[src/ffd_pkg.sv]
// Shared types, constants and helper functions for the form field extractor.
`default_nettype none
package ffd_pkg;

  localparam int MAX_KEY_BYTES    = 16;
  localparam int VALUE_COUNT_BITS = 12;
  localparam int KEY_CNT_BITS     = $clog2(MAX_KEY_BYTES + 1);
  localparam int KEY_BITS         = 8 * MAX_KEY_BYTES;
  localparam int QUEUE_DEPTH      = 4;
  localparam int QUEUE_PTR_BITS   = $clog2(QUEUE_DEPTH);
  localparam int QUEUE_CNT_BITS   = $clog2(QUEUE_DEPTH + 1);
  localparam int MAX_RESULTS      = 3;

  localparam logic [1:0] REG_KEY_LOW  = 2'd0;
  localparam logic [1:0] REG_KEY_HIGH = 2'd1;
  localparam logic [1:0] REG_KEY_LEN  = 2'd2;
  localparam logic [1:0] REG_MAX_LEN  = 2'd3;

  localparam logic [1:0] PH_MATCH = 2'd0;
  localparam logic [1:0] PH_SKIP  = 2'd1;
  localparam logic [1:0] PH_VALUE = 2'd2;
  localparam logic [1:0] PH_DONE  = 2'd3;

  localparam logic [1:0] ESC_NONE  = 2'd0;
  localparam logic [1:0] ESC_PCT   = 2'd1;
  localparam logic [1:0] ESC_DIGIT = 2'd2;

  localparam logic [7:0] CH_AMP     = 8'h26;
  localparam logic [7:0] CH_EQ      = 8'h3D;
  localparam logic [7:0] CH_PLUS    = 8'h2B;
  localparam logic [7:0] CH_PCT     = 8'h25;
  localparam logic [7:0] CH_SPACE   = 8'h20;

  typedef struct packed {
    logic [1:0]                   cnt;
    logic [MAX_RESULTS-1:0][7:0]  bytes;
    logic                         bare;
    logic                         done;
    logic                         found;
  } entry_t;

  function automatic logic is_hex(input logic [7:0] c);
    is_hex = (c >= 8'h30 && c <= 8'h39) || (c >= 8'h61 && c <= 8'h66) ||
             (c >= 8'h41 && c <= 8'h46);
  endfunction

  function automatic logic [3:0] hex_val(input logic [7:0] c);
    logic [7:0] v;
    v = 8'h00;
    if (c >= 8'h30 && c <= 8'h39) begin
      v = c - 8'h30;
    end else if (c >= 8'h61 && c <= 8'h66) begin
      v = c - 8'h57;
    end else if (c >= 8'h41 && c <= 8'h46) begin
      v = c - 8'h37;
    end
    hex_val = v[3:0];
  endfunction

endpackage
`default_nettype wire

[src/form_field_extract_decode_top.sv]
// Top level of the form field extractor with percent decoding.
// A byte's result words pass through a queue entry and the serializer's current-entry register.
// Throughput: one byte accepted per cycle; zero to three words per byte, one per tready cycle.
// A four-entry queue between decoder and serializer absorbs bursts; input stalls only when full.
// Reset (rst, synchronous) clears decoder state, queue and output; config returns to defaults.
`default_nettype none
module form_field_extract_decode_top (
  input  wire logic        clk,
  input  wire logic        rst,
  input  wire logic        cfg_we,
  input  wire logic [1:0]  cfg_index,
  input  wire logic [63:0] cfg_data,
  input  wire logic        s_axis_tvalid,
  output      logic        s_axis_tready,
  input  wire logic [7:0]  s_axis_tdata,   // [7:0] body_byte
  input  wire logic        s_axis_tlast,
  output      logic        m_axis_tvalid,
  input  wire logic        m_axis_tready,
  output      logic [7:0]  m_axis_tdata,   // [7:0] value_byte
  output      logic [1:0]  m_axis_tuser,   // [0] byte_valid, [1] key_found
  output      logic        m_axis_tlast
);

  logic             push, pop, q_full, q_empty;
  ffd_pkg::entry_t  push_entry, q_head;
  logic             byte_valid, key_found;

  ffd_front u_front (
    .clk        (clk),
    .rst        (rst),
    .cfg_we     (cfg_we),
    .cfg_index  (cfg_index),
    .cfg_data   (cfg_data),
    .in_valid   (s_axis_tvalid),
    .in_ready   (s_axis_tready),
    .in_byte    (s_axis_tdata),
    .in_last    (s_axis_tlast),
    .q_full     (q_full),
    .push       (push),
    .push_entry (push_entry)
  );

  ffd_queue u_queue (
    .clk        (clk),
    .rst        (rst),
    .push       (push),
    .push_entry (push_entry),
    .full       (q_full),
    .pop        (pop),
    .empty      (q_empty),
    .head       (q_head)
  );

  ffd_back u_back (
    .clk            (clk),
    .rst            (rst),
    .q_empty        (q_empty),
    .q_head         (q_head),
    .pop            (pop),
    .out_valid      (m_axis_tvalid),
    .out_ready      (m_axis_tready),
    .out_byte       (m_axis_tdata),
    .out_byte_valid (byte_valid),
    .out_done       (m_axis_tlast),
    .out_found      (key_found)
  );

  assign m_axis_tuser = {key_found, byte_valid};

endmodule
`default_nettype wire

[src/ffd_front.sv]
// Front end: key matching, value tracking and percent decoding into result entries.
`default_nettype none
module ffd_front (
  input  wire logic                 clk,
  input  wire logic                 rst,
  input  wire logic                 cfg_we,
  input  wire logic [1:0]           cfg_index,
  input  wire logic [63:0]          cfg_data,
  input  wire logic                 in_valid,
  output      logic                 in_ready,
  input  wire logic [7:0]           in_byte,
  input  wire logic                 in_last,
  input  wire logic                 q_full,
  output      logic                 push,
  output      ffd_pkg::entry_t      push_entry
);

  logic [ffd_pkg::KEY_BITS-1:0]           key;
  logic [ffd_pkg::KEY_CNT_BITS-1:0]       key_length;
  logic [ffd_pkg::VALUE_COUNT_BITS-1:0]   max_value_len;

  logic [1:0]                             phase, phase_next;
  logic [ffd_pkg::KEY_CNT_BITS-1:0]       kmc, kmc_next;
  logic [ffd_pkg::VALUE_COUNT_BITS-1:0]   rvc, rvc_next;
  logic [1:0]                             esc, esc_next;
  logic [7:0]                             first, first_next;

  logic [ffd_pkg::KEY_CNT_BITS-1:0]       klen;
  logic [7:0]                             key_byte;
  logic                                   accept;

  logic [3:0][7:0]                        ob;
  logic [1:0]                             oc;
  logic                                   fin, fnd;

  assign in_ready = !q_full;
  assign accept   = in_valid && in_ready;
  assign klen     = (key_length > ffd_pkg::KEY_CNT_BITS'(ffd_pkg::MAX_KEY_BYTES)) ?
                    ffd_pkg::KEY_CNT_BITS'(ffd_pkg::MAX_KEY_BYTES) : key_length;
  assign key_byte = key[8*kmc[ffd_pkg::KEY_CNT_BITS-2:0] +: 8];

  always_ff @(posedge clk) begin
    if (rst) begin
      key           <= '0;
      key_length    <= ffd_pkg::KEY_CNT_BITS'(1);
      max_value_len <= ffd_pkg::VALUE_COUNT_BITS'(255);
    end else if (cfg_we) begin
      case (cfg_index)
        ffd_pkg::REG_KEY_LOW:  key[63:0]     <= cfg_data;
        ffd_pkg::REG_KEY_HIGH: key[127:64]   <= cfg_data;
        ffd_pkg::REG_KEY_LEN:  key_length    <= cfg_data[ffd_pkg::KEY_CNT_BITS-1:0];
        ffd_pkg::REG_MAX_LEN:  max_value_len <= cfg_data[ffd_pkg::VALUE_COUNT_BITS-1:0];
        default: ;
      endcase
    end
  end

  always_comb begin
    logic [ffd_pkg::VALUE_COUNT_BITS-1:0] rvc_inc;
    logic                                 hx;
    logic                                 taken;
    phase_next = phase;
    kmc_next   = kmc;
    rvc_next   = rvc;
    esc_next   = esc;
    first_next = first;
    ob         = '0;
    oc         = 2'd0;
    fin        = 1'b0;
    fnd        = 1'b0;
    rvc_inc    = rvc + 1'b1;
    hx         = ffd_pkg::is_hex(in_byte);
    taken      = 1'b0;
    case (phase)
      ffd_pkg::PH_MATCH: begin
        if (in_byte == ffd_pkg::CH_AMP) begin
          kmc_next = '0;
        end else if (kmc < klen) begin
          if (in_byte == key_byte) begin
            kmc_next = kmc + 1'b1;
          end else begin
            phase_next = ffd_pkg::PH_SKIP;
          end
        end else if (in_byte == ffd_pkg::CH_EQ) begin
          phase_next = ffd_pkg::PH_VALUE;
          rvc_next   = '0;
          esc_next   = ffd_pkg::ESC_NONE;
          if (max_value_len == '0 || in_last) begin
            fin        = 1'b1;
            fnd        = 1'b1;
            phase_next = ffd_pkg::PH_DONE;
          end
        end else begin
          phase_next = ffd_pkg::PH_SKIP;
        end
        if (in_last && phase_next != ffd_pkg::PH_DONE) begin
          fin = 1'b1;
          fnd = 1'b0;
        end
      end
      ffd_pkg::PH_SKIP: begin
        if (in_byte == ffd_pkg::CH_AMP) begin
          phase_next = ffd_pkg::PH_MATCH;
          kmc_next   = '0;
        end
        if (in_last) begin
          fin = 1'b1;
        end
      end
      ffd_pkg::PH_VALUE: begin
        if (in_byte != ffd_pkg::CH_AMP) begin
          rvc_next = rvc_inc;
          if (esc_next == ffd_pkg::ESC_PCT) begin
            if (hx) begin
              first_next = in_byte;
              esc_next   = ffd_pkg::ESC_DIGIT;
              taken      = 1'b1;
            end else begin
              ob[oc] = ffd_pkg::CH_PCT;
              oc     = oc + 1'b1;
              esc_next = ffd_pkg::ESC_NONE;
            end
          end else if (esc_next == ffd_pkg::ESC_DIGIT) begin
            if (hx) begin
              ob[oc] = {ffd_pkg::hex_val(first), ffd_pkg::hex_val(in_byte)};
              oc     = oc + 1'b1;
              taken  = 1'b1;
            end else begin
              ob[oc] = ffd_pkg::CH_PCT;
              oc     = oc + 1'b1;
              ob[oc] = first;
              oc     = oc + 1'b1;
            end
            esc_next = ffd_pkg::ESC_NONE;
          end
          if (!taken) begin
            if (in_byte == ffd_pkg::CH_PLUS) begin
              ob[oc] = ffd_pkg::CH_SPACE;
              oc     = oc + 1'b1;
            end else if (in_byte == ffd_pkg::CH_PCT) begin
              esc_next = ffd_pkg::ESC_PCT;
            end else begin
              ob[oc] = in_byte;
              oc     = oc + 1'b1;
            end
          end
        end
        if (in_byte == ffd_pkg::CH_AMP || rvc_inc >= max_value_len || in_last) begin
          if (esc_next == ffd_pkg::ESC_PCT) begin
            ob[oc] = ffd_pkg::CH_PCT;
            oc     = oc + 1'b1;
          end else if (esc_next == ffd_pkg::ESC_DIGIT) begin
            ob[oc] = ffd_pkg::CH_PCT;
            oc     = oc + 1'b1;
            ob[oc] = first_next;
            oc     = oc + 1'b1;
          end
          esc_next   = ffd_pkg::ESC_NONE;
          fin        = 1'b1;
          fnd        = 1'b1;
          phase_next = ffd_pkg::PH_DONE;
        end
      end
      default: begin
        phase_next = ffd_pkg::PH_DONE;
      end
    endcase
    if (in_last) begin
      phase_next = ffd_pkg::PH_MATCH;
      kmc_next   = '0;
      rvc_next   = '0;
      esc_next   = ffd_pkg::ESC_NONE;
      first_next = 8'h00;
    end
  end

  always_ff @(posedge clk) begin
    if (rst) begin
      phase <= ffd_pkg::PH_MATCH;
      kmc   <= '0;
      rvc   <= '0;
      esc   <= ffd_pkg::ESC_NONE;
      first <= 8'h00;
    end else if (accept) begin
      phase <= phase_next;
      kmc   <= kmc_next;
      rvc   <= rvc_next;
      esc   <= esc_next;
      first <= first_next;
    end
  end

  assign push                = accept && (oc != 2'd0 || fin);
  assign push_entry.cnt      = (oc == 2'd0) ? 2'd1 : oc;
  assign push_entry.bytes    = {ob[2], ob[1], ob[0]};
  assign push_entry.bare     = (oc == 2'd0);
  assign push_entry.done     = fin;
  assign push_entry.found    = fnd;

endmodule
`default_nettype wire

[src/ffd_queue.sv]
// Short entry queue between the decoding front end and the output serializer.
`default_nettype none
module ffd_queue (
  input  wire logic             clk,
  input  wire logic             rst,
  input  wire logic             push,
  input  wire ffd_pkg::entry_t  push_entry,
  output      logic             full,
  input  wire logic             pop,
  output      logic             empty,
  output      ffd_pkg::entry_t  head
);

  ffd_pkg::entry_t                     mem [ffd_pkg::QUEUE_DEPTH];
  logic [ffd_pkg::QUEUE_PTR_BITS-1:0]  wptr, rptr;
  logic [ffd_pkg::QUEUE_CNT_BITS-1:0]  count;

  assign full  = (count == ffd_pkg::QUEUE_CNT_BITS'(ffd_pkg::QUEUE_DEPTH));
  assign empty = (count == '0);
  assign head  = mem[rptr];

  always_ff @(posedge clk) begin
    if (push) begin
      mem[wptr] <= push_entry;
    end
  end

  always_ff @(posedge clk) begin
    if (rst) begin
      wptr  <= '0;
      rptr  <= '0;
      count <= '0;
    end else begin
      if (push) begin
        wptr <= wptr + 1'b1;
      end
      if (pop) begin
        rptr <= rptr + 1'b1;
      end
      case ({push, pop})
        2'b10:   count <= count + 1'b1;
        2'b01:   count <= count - 1'b1;
        default: ;
      endcase
    end
  end

endmodule
`default_nettype wire

[src/ffd_back.sv]
// Back end: serializes queued entries into output words, one result per word.
`default_nettype none
module ffd_back (
  input  wire logic             clk,
  input  wire logic             rst,
  input  wire logic             q_empty,
  input  wire ffd_pkg::entry_t  q_head,
  output      logic             pop,
  output      logic             out_valid,
  input  wire logic             out_ready,
  output      logic [7:0]       out_byte,
  output      logic             out_byte_valid,
  output      logic             out_done,
  output      logic             out_found
);

  ffd_pkg::entry_t  cur;
  logic             loaded;
  logic [1:0]       idx;
  logic             last_beat;
  logic             take;
  logic             advance;

  assign last_beat = (idx == cur.cnt - 2'd1);
  assign take      = loaded && out_ready;
  assign advance   = !loaded || (take && last_beat);
  assign pop       = advance && !q_empty;

  always_ff @(posedge clk) begin
    if (pop) begin
      cur <= q_head;
    end
  end

  always_ff @(posedge clk) begin
    if (rst) begin
      loaded <= 1'b0;
      idx    <= 2'd0;
    end else if (advance) begin
      loaded <= !q_empty;
      idx    <= 2'd0;
    end else if (take) begin
      idx <= idx + 1'b1;
    end
  end

  always_comb begin
    case (idx)
      2'd0:    out_byte = cur.bytes[0];
      2'd1:    out_byte = cur.bytes[1];
      2'd2:    out_byte = cur.bytes[2];
      default: out_byte = 8'h00;
    endcase
  end

  assign out_valid      = loaded;
  assign out_byte_valid = !(cur.bare && last_beat);
  assign out_done       = cur.done && last_beat;
  assign out_found      = cur.found && cur.done && last_beat;

endmodule
`default_nettype wire

[config.mk]
export PLATFORM = sky130hd
export DESIGN_NAME = form_field_extract_decode_top
export DESIGN_NICKNAME = d
export VERILOG_FILES = /design/src/ffd_pkg.sv /design/src/form_field_extract_decode_top.sv /design/src/ffd_front.sv /design/src/ffd_queue.sv /design/src/ffd_back.sv
export SDC_FILE = /design/constraint.sdc
export NUM_CORES = 1
export LEC_CHECK = 0
export CAP_MARGIN = 10
export CORE_AREA = 4 4 236 238
export CTS_CLUSTER_DIAMETER = 200
export DETAILED_ROUTE_END_ITERATION = 10
export DIE_AREA = 0 0 240 242
export DONT_BUFFER_PORTS = 1
export SLEW_MARGIN = 5
export SYNTH_ARGS = -nofsm -noshare
export SYNTH_HDL_FRONTEND = slang
export SYNTH_SLANG_ARGS = --single-unit
[constraint.sdc]
create_clock -name clk -period 7.9 [get_ports clk]
set_input_delay 0.79 -clock clk [delete_from_list [all_inputs] [get_ports clk]]
set_output_delay 0.79 -clock clk [all_outputs]
set_load 0.005 [all_outputs]
==> metrics <==
status finished clean; CTS Sinks roughly 330; Final setup viols 0; syn_area_per_cell roughly 10 um2; Post-Syn Area ~15000 um2; Metal-1 WL 16900 um; setup_tns 0 ps; Post-Synth Adder-Cell Area 0.0337; Antenna Violating Nets Remaining 0; Reg area ~8000 um2; fin util 0.320; RSZ-0062 raised after global routing no; clk slew on worst S/H paths about 60 ps; final total power a little over 4 mW; Synth area leader edfxtp_1; all-layer global routing usage 0.130; CP endpoint kind register; WL/cell 17.9 um; CTS tree done; post-synthesis simple-gate area fraction 0.147; met2 wire len 18200 um; multiplexer share of the synthesized area 0.109; largest net degree at the start of global routing approximately 180; dominant combinational cell family by area after synthesis simple AND/OR/NAND/NOR gates; floorplan row count between 80 and 90; top layer in use met4; post-CTS setup buffers 0; pre-CTS setup slack roughly 2400 ps; clk_lat worst skew about 520 ps; Post-Synth XOR/XNOR Area 0.0148; initial core utilization 0.288; worst setup margin 2790 ps; MaxCap Viol Count 0; sequential fraction of the synthesis area 0.521; Clk pwr share 0.392; Hold WC Path Type in2reg; vias in the first global route about 11000; switching share of power 0.246; CTS Buffer Depth 3; Vias/cell 5.03; Mapped Cells roughly 1500; WS Path Type in2reg; Setup crit start kind input pin; IO Count 93; dominant cells by area after synthesis edfxtp_1 (28%), dfxtp_1 (24%), mux4_2 (8.0%); Post-Syn Nets roughly 1600; Slew Viols, Final 0; # resized after CTS 0; hold-fix buffers at CTS 0; chip width about 240 um; Distinct cells, synth about 80; Max Clk Rate between 150 and 200 MHz; critical path arrival roughly 5600 ps; #FFs+latches synth between 300 and 400; final hold vios 0; share of the synthesized area in the top cell type 0.282; Slew @ Worst Pin roughly 1100 ps; RR Startpoint u_front.rvc[0]; GPL Wtd Cong 0.869; worst hold start rst; CORE AREA approximately 54000 um2; Commonest cells post-synth nand2_1 (324), a21oi_1 (198), dfxtp_1 (184); dpl hpwl 26700 um; EDFF count, synth 145; PwrDens about 240 nW/um2; area of the multi-input gates 6840 um2; Seq pwr share 0.497; clk root buf clkbuf_16; clock buffer count from CTS 35; Crit Path Max Fanout 10; Max VDD drop approximately 160 uV; Max Clock Skew between 15 and 20 ps; Hold WS around 350 ps; first-pass GRT wire length slightly above 60000 um; YS warnings 0; DRT Wirelength between 30000 and 40000 um; count leader, synth nand2_1; Tmin final 5110 ps; standby leakage power between 5 and 6 nW; fillcell total ~5500; main flop type after synthesis dfxtp_1; Port Buf Inserts 0; antenna violations before repair 1; DRT iter0 DRCs just over 800; Crit. Startpoint s_axis_tdata[1]; Die Height 242 um; part of the cycle the worst path needs 0.647; Worst Path Required about 8300 ps; drc violations 0; Int Pwr around 3 mW; Comb pwr share 0.111; async set or reset register ratio after synthesis 0; Die ar. ~58000 um2; DR WL met3 between 3000 and 4000 um; ratio of cells with drive above 1 in the final layout 0.0983; final layout net count around 1600; Sw Pwr approximately 1.0 mW; area delta synth->final 11.2%; Synth Area in Compound Gates 0.137; TritonRoute pass-1 iters 5; H-tree level count 2; routed vias between 10000 and 15000; GR Overflow Total 0; Rel. slew slack 0.249
## power groups by stage
stage / registers (mW) / clock network (mW) / logic, mW
2_1_floorplan: 2.02 / 0 / 0.395
3_3_place_gp: 2.05 / 0 / 0.451
3_5_place_dp: 2.06 / 0 / 0.457
4_1_cts: 2.02 / 1.63 / 0.459
5_1_grt: 2.03 / 1.70 / 0.499
6_report: 2.02 / 1.59 / 0.452
## final timing paths
kind,endpoint,slack (ps),depth (start not counted)
setup / recovery,u_queue.count[2],2790,20
hold / removal,u_back.out_valid,350,1
hold reg to reg,u_front.key[53],450,2
setup reg to reg,u_queue.count[2],2800,20
## per-layer routing
metal | GRT usage | vias up
li1 | - | 5312
met1 | 0.168 | 5317
met2 | 0.205 | 311
met3 | 0.0472 | 58
met4 | 0.0328 | 0
met5 | 0 | -
## state kept, by name, summed over array words and instances (netlist names), 5 cells and up
name                   flops
u_back.cur                29
u_front.first              8
u_front.key              128
u_front.key_length         5
u_front.kmc                5
u_front.max_value_len     12
u_front.rvc               12
u_queue.mem              116
## cell usage in the layout (no fill, tap or decap), types with 36 or more instances in the layout
master and count:
nand2_1 324, a21oi_1 197, dfxtp_1 182, edfxtp_1 145
nor2_1 84, mux4_2 55, mux2i_1 40, ha_1 40
inv_1 36, clkbuf_16 36
## through the flow
step	instances	area (um2)
CTS	2181	17100
floorplan	1505	15400
finish	2185	17100
global placement	2118	16000
detailed placement	2118	16000
global route	2183	17100
## worst max-delay path, cell delays in order
cell,delay [ps]
inv_1,60
ha_1,270
or4b_1,510
o2111ai_1,300
nand3_1,340
nor3_1,530
inv_1,170
ha_1,320
nor2_1,150
a32oi_1,80
a21o_1,210
o211ai_1,170
a31oi_2,230
inv_1,100
ha_1,180
inv_1,70
fa_1,430
xor2_1,160
or3_1,310
a21oi_1,150
## layout make-up
| cell class | count | area share |
|---|---|---|
| clock buffers | 50 | 0.0585 |
| inverters | 41 | 0.00897 |
| clock inverters | 13 | 0.00671 |
| flip-flops and latches | 329 | 0.469 |
| multi-input cells | 1036 | 0.399 |
| repair buffers | 16 | 0.00700 |
| diodes | 4 | 0.000584 |
| well taps | 696 | 0.0508 |
## kinds of logic (layout without fill, tap and decap cells)
kind of cell	count (synthesis)	after routing
buffers and inverters	140	120
AND/OR/NAND/NOR	525	525
XOR/XNOR	26	26
flip-flops	329	329
other	0	4
multiplexers	98	98
AO/OA/AOI/OAI	346	346
adder cells (fa/ha/maj)	41	41
No activity file was read; power rests on OpenSTA's default activity.
